--- src/design/uart_frame_receiver_top_macros.svh ---
// Assertion macros used by the frame parser module.
// Every check is sampled on the rising clock edge and is ignored while reset is held.
`ifndef UART_FRAME_RECEIVER_TOP_MACROS_SVH
`define UART_FRAME_RECEIVER_TOP_MACROS_SVH

// The consequent must hold in the same cycle as the antecedent.
`define UFR_ASSERT_IMPL(lbl, ante, cons) \
  lbl: assert property (@(posedge clk) disable iff (!rst_n) (ante) |-> (cons)) \
    else $error("frame receiver check failed");

// The consequent must hold in the cycle after the antecedent.
`define UFR_ASSERT_NEXT(lbl, ante, cons) \
  lbl: assert property (@(posedge clk) disable iff (!rst_n) (ante) |=> (cons)) \
    else $error("frame receiver check failed");

`endif

--- src/design/ufr_pkg.sv ---
package ufr_pkg;

  // Field widths of the byte stream and the frame header.
  localparam int unsigned BYTE_W = 8;
  localparam int unsigned LEN_W  = 16;
  localparam int unsigned CNT_W  = 7;
  localparam int unsigned IDX_W  = 6;
  localparam int unsigned EV_W   = 3;
  localparam int unsigned CFG_IDX_W = 4;

  // Hard ceiling on the payload length, whatever the register says.
  localparam logic [LEN_W-1:0] MAX_PAYLOAD = 16'd64;

  // Reset values of the configuration registers.
  localparam logic [BYTE_W-1:0] START_MARKER_RST = 8'hF8;
  localparam logic [CNT_W-1:0]  MAX_LEN_RST      = 7'd64;

  // Configuration register indexes.
  localparam logic [CFG_IDX_W-1:0] CFG_START_MARKER = 4'd0;
  localparam logic [CFG_IDX_W-1:0] CFG_MAX_LEN      = 4'd1;

  // Frame parsing phases.
  typedef enum logic [2:0] {
    PH_HUNT    = 3'd0,
    PH_OPCODE  = 3'd1,
    PH_LEN_LO  = 3'd2,
    PH_LEN_HI  = 3'd3,
    PH_PAYLOAD = 3'd4,
    PH_CRC_LO  = 3'd5,
    PH_CRC_HI  = 3'd6
  } ufr_phase_t;

  // Event codes reported for each byte.
  typedef enum logic [EV_W-1:0] {
    EV_HEADER     = 3'd0,
    EV_DATA       = 3'd1,
    EV_DONE       = 3'd2,
    EV_BAD_MARKER = 3'd3,
    EV_BAD_OPCODE = 3'd4,
    EV_BAD_LENGTH = 3'd5
  } ufr_event_t;

  // One result beat.
  typedef struct packed {
    ufr_event_t         event_res;
    logic [BYTE_W-1:0]  data_byte;
    logic [IDX_W-1:0]   payload_index;
    logic [BYTE_W-1:0]  frame_opcode;
    logic [LEN_W-1:0]   frame_length;
    logic [LEN_W-1:0]   frame_crc;
  } ufr_result_t;

  // Opcodes that a frame may carry.
  localparam int unsigned NUM_OPCODES = 12;
  localparam logic [BYTE_W-1:0] OPCODE_TABLE [NUM_OPCODES] = '{
    8'h00, 8'h13, 8'h31, 8'h22, 8'h37, 8'h54,
    8'h56, 8'h64, 8'h59, 8'h32, 8'h52, 8'h62
  };

  function automatic logic opcode_known(input logic [BYTE_W-1:0] op);
    logic hit;
    hit = 1'b0;
    for (int i = 0; i < NUM_OPCODES; i++) begin
      if (OPCODE_TABLE[i] == op) begin
        hit = 1'b1;
      end
    end
    return hit;
  endfunction

endpackage

--- src/design/uart_frame_receiver_top.sv ---
// A byte is registered in the input register, and its event beat is then registered in the result register.
// Throughput: one byte per cycle while the result side does not stall; the frame state register updates once per byte.
// Backpressure on the result side stalls the input only when both registers are full.
// Reset (rst_n low, synchronous) empties both stages, returns the receiver to hunting
// for the start marker and restores the configuration registers to their defaults.
module uart_frame_receiver_top
  import ufr_pkg::*;
(
  input  logic                 clk,
  input  logic                 rst_n,
  input  logic                 cfg_wr_en,
  input  logic [CFG_IDX_W-1:0] cfg_index,
  input  logic [BYTE_W-1:0]    cfg_wdata,
  input  logic                 in_valid,
  output logic                 in_stall,
  input  logic [BYTE_W-1:0]    in_rx_byte,
  output logic                 out_valid,
  input  logic                 out_stall,
  output logic [EV_W-1:0]      out_event_res,
  output logic [BYTE_W-1:0]    out_data_byte,
  output logic [IDX_W-1:0]     out_payload_index,
  output logic [BYTE_W-1:0]    out_frame_opcode,
  output logic [LEN_W-1:0]     out_frame_length,
  output logic [LEN_W-1:0]     out_frame_crc
);

  logic              byte_valid;
  logic [BYTE_W-1:0] byte_data;
  logic              take;
  logic              res_ready;
  ufr_result_t       res;
  ufr_result_t       out_res;

  // Input register.
  ufr_in_stage u_in (
    .clk        (clk),
    .rst_n      (rst_n),
    .in_valid   (in_valid),
    .in_stall   (in_stall),
    .in_rx_byte (in_rx_byte),
    .take       (take),
    .byte_valid (byte_valid),
    .byte_data  (byte_data)
  );

  // Frame state machine and configuration.
  ufr_parser u_parser (
    .clk        (clk),
    .rst_n      (rst_n),
    .cfg_wr_en  (cfg_wr_en),
    .cfg_index  (cfg_index),
    .cfg_wdata  (cfg_wdata),
    .byte_valid (byte_valid),
    .byte_data  (byte_data),
    .res_ready  (res_ready),
    .take       (take),
    .res        (res)
  );

  // Result register.
  ufr_out_stage u_out (
    .clk       (clk),
    .rst_n     (rst_n),
    .res_valid (take),
    .res       (res),
    .res_ready (res_ready),
    .out_valid (out_valid),
    .out_stall (out_stall),
    .out_res   (out_res)
  );

  assign out_event_res     = out_res.event_res;
  assign out_data_byte     = out_res.data_byte;
  assign out_payload_index = out_res.payload_index;
  assign out_frame_opcode  = out_res.frame_opcode;
  assign out_frame_length  = out_res.frame_length;
  assign out_frame_crc     = out_res.frame_crc;

endmodule

--- src/design/ufr_in_stage.sv ---
module ufr_in_stage
  import ufr_pkg::*;
(
  input  logic              clk,
  input  logic              rst_n,
  input  logic              in_valid,
  output logic              in_stall,
  input  logic [BYTE_W-1:0] in_rx_byte,
  input  logic              take,
  output logic              byte_valid,
  output logic [BYTE_W-1:0] byte_data
);

  logic              valid_r, valid_nxt;
  logic [BYTE_W-1:0] byte_r;
  logic              load;

  // The register refills whenever it is empty or its beat moves on.
  assign load     = !valid_r || take;
  assign in_stall = !load;

  always_comb begin
    valid_nxt = valid_r;
    if (load) begin
      valid_nxt = in_valid;
    end
  end

  always_ff @(posedge clk) begin
    if (!rst_n) begin
      valid_r <= 1'b0;
    end else begin
      valid_r <= valid_nxt;
    end
  end

  // Payload register needs no reset.
  always_ff @(posedge clk) begin
    if (load && in_valid) begin
      byte_r <= in_rx_byte;
    end
  end

  assign byte_valid = valid_r;
  assign byte_data  = byte_r;

endmodule

--- src/design/ufr_parser.sv ---
`include "uart_frame_receiver_top_macros.svh"

module ufr_parser
  import ufr_pkg::*;
(
  input  logic                 clk,
  input  logic                 rst_n,
  input  logic                 cfg_wr_en,
  input  logic [CFG_IDX_W-1:0] cfg_index,
  input  logic [BYTE_W-1:0]    cfg_wdata,
  input  logic                 byte_valid,
  input  logic [BYTE_W-1:0]    byte_data,
  input  logic                 res_ready,
  output logic                 take,
  output ufr_result_t          res
);

  logic [BYTE_W-1:0] marker_r;
  logic [CNT_W-1:0]  max_len_r;

  ufr_phase_t        phase_r, phase_nxt;
  logic [BYTE_W-1:0] opcode_r, opcode_nxt;
  logic [LEN_W-1:0]  length_r, length_nxt;
  logic [CNT_W-1:0]  count_r, count_nxt;
  logic [BYTE_W-1:0] crc_lo_r, crc_lo_nxt;

  logic [LEN_W-1:0]  limit;
  logic [LEN_W-1:0]  len_full;
  logic [CNT_W-1:0]  count_inc;
  logic              hide;

  // A byte is consumed when the result register can take its beat.
  assign take = byte_valid && res_ready;

  // Configuration registers; writes beyond the register list are dropped.
  always_ff @(posedge clk) begin
    if (!rst_n) begin
      marker_r  <= START_MARKER_RST;
      max_len_r <= MAX_LEN_RST;
    end else if (cfg_wr_en) begin
      if (cfg_index == CFG_START_MARKER) begin
        marker_r <= cfg_wdata;
      end
      if (cfg_index == CFG_MAX_LEN) begin
        max_len_r <= cfg_wdata[CNT_W-1:0];
      end
    end
  end

  // Effective length limit is the smaller of the register and the hard ceiling.
  assign limit     = (MAX_PAYLOAD < {{(LEN_W-CNT_W){1'b0}}, max_len_r}) ?
                     MAX_PAYLOAD : {{(LEN_W-CNT_W){1'b0}}, max_len_r};
  assign len_full  = {byte_data, length_r[BYTE_W-1:0]};
  assign count_inc = count_r + 1'b1;

  // Next state and result for the byte at the head of the input register.
  always_comb begin
    phase_nxt         = phase_r;
    opcode_nxt        = opcode_r;
    length_nxt        = length_r;
    count_nxt         = count_r;
    crc_lo_nxt        = crc_lo_r;
    hide              = 1'b0;
    res.event_res     = EV_HEADER;
    res.data_byte     = '0;
    res.payload_index = '0;
    res.frame_crc     = '0;
    unique case (phase_r)
      PH_OPCODE: begin
        opcode_nxt = byte_data;
        if (opcode_known(byte_data)) begin
          phase_nxt = PH_LEN_LO;
        end else begin
          res.event_res = EV_BAD_OPCODE;
          phase_nxt     = PH_HUNT;
        end
      end
      PH_LEN_LO: begin
        length_nxt = {{(LEN_W-BYTE_W){1'b0}}, byte_data};
        phase_nxt  = PH_LEN_HI;
      end
      PH_LEN_HI: begin
        length_nxt = len_full;
        if (len_full <= limit) begin
          count_nxt = '0;
          phase_nxt = (len_full == '0) ? PH_CRC_LO : PH_PAYLOAD;
        end else begin
          res.event_res = EV_BAD_LENGTH;
          phase_nxt     = PH_HUNT;
        end
      end
      PH_PAYLOAD: begin
        res.event_res     = EV_DATA;
        res.data_byte     = byte_data;
        res.payload_index = count_r[IDX_W-1:0];
        count_nxt         = count_inc;
        if ({{(LEN_W-CNT_W){1'b0}}, count_inc} >= length_r) begin
          phase_nxt = PH_CRC_LO;
        end
      end
      PH_CRC_LO: begin
        crc_lo_nxt = byte_data;
        phase_nxt  = PH_CRC_HI;
      end
      PH_CRC_HI: begin
        res.event_res = EV_DONE;
        res.frame_crc = {byte_data, crc_lo_r};
        phase_nxt     = PH_HUNT;
      end
      default: begin
        // Hunting for the start marker; an unused phase code behaves the same.
        if (byte_data == marker_r) begin
          opcode_nxt = '0;
          length_nxt = '0;
          phase_nxt  = PH_OPCODE;
        end else begin
          res.event_res = EV_BAD_MARKER;
          hide          = 1'b1;
          phase_nxt     = PH_HUNT;
        end
      end
    endcase
    res.frame_opcode = hide ? '0 : opcode_nxt;
    res.frame_length = hide ? '0 : length_nxt;
  end

  // Frame state advances once per consumed byte.
  always_ff @(posedge clk) begin
    if (!rst_n) begin
      phase_r  <= PH_HUNT;
      opcode_r <= '0;
      length_r <= '0;
      count_r  <= '0;
      crc_lo_r <= '0;
    end else if (take) begin
      phase_r  <= phase_nxt;
      opcode_r <= opcode_nxt;
      length_r <= length_nxt;
      count_r  <= count_nxt;
      crc_lo_r <= crc_lo_nxt;
    end
  end

  // The payload counter never runs past the accepted length.
  `UFR_ASSERT_IMPL(a_count_in_range, phase_r == PH_PAYLOAD, LEN_W'(count_r) < length_r)
  // The high length byte is only ever expected straight after the low one.
  `UFR_ASSERT_IMPL(a_len_hi_order, phase_r == PH_LEN_HI && $changed(phase_r), $past(phase_r) == PH_LEN_LO)
  // A CRC is reported only with a completed frame.
  `UFR_ASSERT_IMPL(a_crc_only_done, take && res.event_res != EV_DONE, res.frame_crc == '0)
  // A complete frame always returns the receiver to hunting.
  `UFR_ASSERT_NEXT(a_done_hunts, take && res.event_res == EV_DONE, phase_r == PH_HUNT)

endmodule

--- src/design/ufr_out_stage.sv ---
module ufr_out_stage
  import ufr_pkg::*;
(
  input  logic        clk,
  input  logic        rst_n,
  input  logic        res_valid,
  input  ufr_result_t res,
  output logic        res_ready,
  output logic        out_valid,
  input  logic        out_stall,
  output ufr_result_t out_res
);

  logic        valid_r, valid_nxt;
  ufr_result_t res_r;

  // The result register takes a new beat when empty or when its beat is taken.
  assign res_ready = !valid_r || !out_stall;

  always_comb begin
    valid_nxt = valid_r;
    if (res_ready) begin
      valid_nxt = res_valid;
    end
  end

  always_ff @(posedge clk) begin
    if (!rst_n) begin
      valid_r <= 1'b0;
    end else begin
      valid_r <= valid_nxt;
    end
  end

  always_ff @(posedge clk) begin
    if (res_ready && res_valid) begin
      res_r <= res;
    end
  end

  assign out_valid = valid_r;
  assign out_res   = res_r;

endmodule

--- config.mk ---
export PLATFORM = sky130hd
export DESIGN_NAME = uart_frame_receiver_top
export DESIGN_NICKNAME = d
export VERILOG_FILES = /design/src/design/ufr_pkg.sv /design/src/design/uart_frame_receiver_top.sv /design/src/design/ufr_in_stage.sv /design/src/design/ufr_parser.sv /design/src/design/ufr_out_stage.sv
export VERILOG_INCLUDE_DIRS = /design/src /design/src/design
export SDC_FILE = /design/constraint.sdc
export NUM_CORES = 1
export LEC_CHECK = 0
export ABC_CLOCK_PERIOD_IN_PS = 5300
export BUFFER_PORTS_ARGS = -buffer_cell sky130_fd_sc_hd__buf_4
export CAP_MARGIN = 30
export CORE_ASPECT_RATIO = 1.1
export CORE_MARGIN = 5
export CORE_UTILIZATION = 45
export DETAILED_ROUTE_END_ITERATION = 16
export PLACE_DENSITY_LB_ADDON = 0.3
export SLEW_MARGIN = 0
export SYNTH_ARGS = -nofsm -noshare
export SYNTH_HDL_FRONTEND = slang
export SYNTH_SLANG_ARGS = --single-unit
--- constraint.sdc ---
create_clock -name clk -period 5.3 [get_ports clk]
set_clock_uncertainty 0.15 [all_clocks]
set_input_delay 0.265 -clock clk [delete_from_list [all_inputs] [get_ports clk]]
set_output_delay 0.265 -clock clk [all_outputs]
set_load 0.03 [all_outputs]
==> impl_metrics.tcl <==
set metrics [dict create \
    cp_data_arrival_time_ps 3550 \
    postSynth.asyncResetShare 0 \
    regToRegEndpoint "u_parser.count_r[3]" \
    detail_route.wirelength_um 13460 \
    vias_in_the_first_global_route 4248 \
    worstSkewPairLatency_ps 420 \
    synthesis.area_per_instance_um2 11.20 \
    worst_slew_pin_slew_ps 1017 \
    initial_standard_cell_utilization_of_the_core 0.4623 \
    insertedDiodeCount 0 \
    routedWlPerCell_um 17.71 \
    timing.slew.headroom 0.3209 \
    worstPathRequired_ps 5440 \
    ys_seq_elements 124 \
    numPortBuffers 83 \
    yosys.area_share.xor_xnor 0.02620 \
    finalHoldWorstSlack_ps 102.1 \
    path_clk_slew_ps 60 \
    share_of_cells_above_drive_strength_1 0.2178 \
    place_congestion 0.8337 \
    cts_tree "built" \
    global_route_total_overflow 0 \
    dr_drc_count 0 \
    cts.root.buffer_cell "sky130_fd_sc_hd__clkbuf_16" \
    synthMuxAreaShare 0.04322 \
    worstPathMaxFanout 29 \
    cts_setup_buffers 0 \
    synthesis.area_um2 5588 \
    rsz0062_at_grt "false" \
    arithmetic_cell_share_of_the_synthesized_area_counting_full_adders_half_adders_and_majority_gates 0.03359 \
    final.fill_count 994 \
    core.rowCount 42 \
    rr_startpoint "u_parser.phase_r[2]" \
    pin_count_of_the_biggest_net_entering_global_routing 38 \
    finalNetCount 633 \
    total_leakage_power_nw 2.871 \
    synth_most_common_cell "sky130_fd_sc_hd__edfxtp_1" \
    synth-compound-area-share 0.1402 \
    cts_max_path_buffers 2 \
    fp.coreArea_um2 12090 \
    ant_nets 0 \
    total_cts_buffers 17 \
    design.die.area_um2 14750 \
    drt_first_iter_violations 412 \
    commonest_cells_in_the_synthesized_netlist "sky130_fd_sc_hd__edfxtp_1 (65), sky130_fd_sc_hd__dfxtp_1 (59), sky130_fd_sc_hd__nor2_1 (46)" \
    kind_of_launch_point_of_the_worst_setup_path "flop" \
    timing.final.setup_violations 0 \
    ys_warn_count 0 \
    setup_ws_ps 1898 \
    synth_ff_type "sky130_fd_sc_hd__edfxtp_1" \
    seq_area_frac_synth 0.5607 \
    drv_cap 0 \
    vdd_drop_max_v 0.0001953 \
    netlist_instances 499 \
    flow.area_growth_from_synthesis_pct 27.88 \
    synth.net_count 539 \
    htreeDepth 4 \
    detail_route.vias_per_cell 5.500 \
    finalHoldViolations 0 \
    cts.repair.resized 0 \
    slew_viol_final 0 \
    finalSetupTns_ps 0 \
    dr_total_vias 4180 \
    grt_pass1_wl_um 21560 \
    area_contributors_post_synth "sky130_fd_sc_hd__edfxtp_1 (35%), sky130_fd_sc_hd__dfxtp_1 (21%), sky130_fd_sc_hd__a22o_1 (6.3%), sky130_fd_sc_hd__mux2i_1 (4.1%), sky130_fd_sc_hd__ha_1 (3.4%)" \
    combinational_family_with_the_most_area_after_synthesis "simple AND/OR/NAND/NOR gates" \
    yosysUniqueCellTypes 55 \
    die_height_um 126.9 \
    post-route-min-period_ps 3402 \
    critPathCapture "u_parser.count_r[3]" \
    synth_edf_count 65 \
    worst_setup_path_startpoint "u_parser.phase_r[2]" \
    finalCritPeriodShare 0.6419 \
    hpwl_um 8655 \
    timing.reg2reg.setup_slack_ps 1900 \
    placement_stage_worst_setup_slack_ps 1976 \
    dr.pass1.iters 5 \
    worst_r2r_path_depth 5 \
    yosysTopAreaCell "sky130_fd_sc_hd__edfxtp_1" \
    class_of_the_tightest_hold_or_removal_check "primary input to flop" \
    antenna_violations_before_repair 0 \
    grt_use_total 0.1865 \
    yosys.area_share.simple 0.1556 \
    power_density_nw_per_um2 341.9 \
    cp-end-kind "flop" \
    setup.worst_path.class "flop to flop" \
    io-pin-count 84 \
    clkSinkCount 124 \
    status "finished, final reports clean" \
    floorplan.die.width_um 116.2 \
    max_freq_mhz 294.0 \
    synth_top_area_frac 0.3493 \
]
## power breakdown
group          internal (mW)  switching (mW)
sequential              1.03          0.0260
combinational         0.0570          0.0811
clock                  0.795           0.452
total                   1.88           0.559
## registers in the layout (all words and copies together), names as in the netlist, 3 cells and up
register	cells
u_parser.max_len_r	7
u_parser.length_r	16
u_in.byte_data	8
u_parser.crc_lo_r	8
u_parser.opcode_r	8
u_parser.marker_r	8
u_parser.phase_r	3
u_parser.count_r	7
u_out.out_res	57
## cell type report
| cell class | count | area, µm² | area share |
|---|---|---|---|
| clock inverters | 15 | 210.2 | 0.02942 |
| multi-input cells | 324 | 2228 | 0.3119 |
| repair buffers | 108 | 888.4 | 0.1243 |
| flip-flops and latches | 124 | 3133 | 0.4385 |
| inverters | 18 | 67.56 | 0.009455 |
| clock buffers | 17 | 425.4 | 0.05953 |
| well taps | 154 | 192.7 | 0.02697 |
## stage by stage
step	util	instance area (µm²)	power [mW]	std cells
after CTS	0.5912	7146	2.458	760
after floorplan	-	5588	1.147	499
after global placement	0.5173	6252	1.200	704
after detailed placement	0.5196	6280	1.205	705
final	0.5912	7146	2.443	760
after global routing	0.5912	7146	2.508	760
## worst max-delay path: stages, from the launching register on
cell and delay [ps]:
sky130_fd_sc_hd__dfxtp_1 880, sky130_fd_sc_hd__nor2b_1 690, sky130_fd_sc_hd__nor2b_1 890, sky130_fd_sc_hd__a31oi_1 290, sky130_fd_sc_hd__o21ai_0 270, sky130_fd_sc_hd__a21oi_1 110
## layer usage
metal,track usage,share of wire,wire [µm]
met2,0.3111,0.49,6650
met3,0.03811,0.074,1002
met5,0,0,0
met4,0.07440,0.021,289
met1,0.2352,0.41,5514
## what timing repair did
| item | in CTS | in global routing |
|---|---|---|
| setup endpoints to repair | 0 | 0 |
| hold buffers | 23 | 0 |
| endpoints found under the hold margin | 25 | 0 |
## cells by family (layout without fill, tap and decap cells)
group	Yosys count	count (layout)
AO/OA/AOI/OAI	102	102
XOR/XNOR	15	15
adder cells (fa/ha/maj)	15	15
buffers and inverters	51	158
flip-flops	124	124
multiplexers	24	24
AND/OR/NAND/NOR	168	168
## worst min-delay path by stage
| stage | from | endpoint | slack, ps | cells past startpoint |
|---|---|---|---|---|
| after floorplan | in_rx_byte[0] | u_in.byte_data[0] | 210 | 0 |
| after global placement | in_rx_byte[6] | u_in.byte_data[6] | 290 | 1 |
| after detailed placement | in_rx_byte[5] | u_in.byte_data[5] | 290 | 1 |
| after CTS | cfg_index[1] | u_parser.marker_r[6] | 90 | 4 |
| after global routing | cfg_index[3] | u_parser.marker_r[2] | 120 | 4 |
| final | cfg_index[3] | u_parser.marker_r[4] | 100 | 4 |
## cells in the final DEF, fill, tap and decap left out, types with 9 or more instances in the layout
master	n
sky130_fd_sc_hd__a21oi_1	13
sky130_fd_sc_hd__a22o_1	40
sky130_fd_sc_hd__and2_1	18
sky130_fd_sc_hd__and3_1	18
sky130_fd_sc_hd__buf_4	84
sky130_fd_sc_hd__clkbuf_16	17
sky130_fd_sc_hd__dfxtp_1	59
sky130_fd_sc_hd__dlygate4sd3_1	23
sky130_fd_sc_hd__edfxtp_1	65
sky130_fd_sc_hd__ha_1	15
sky130_fd_sc_hd__inv_1	16
sky130_fd_sc_hd__mux2i_1	23
sky130_fd_sc_hd__nand2_1	40
sky130_fd_sc_hd__nor2_1	46
sky130_fd_sc_hd__nor2b_1	11
sky130_fd_sc_hd__o21ai_0	17
sky130_fd_sc_hd__xnor2_1	9
Power figures use the tool's default switching activity.
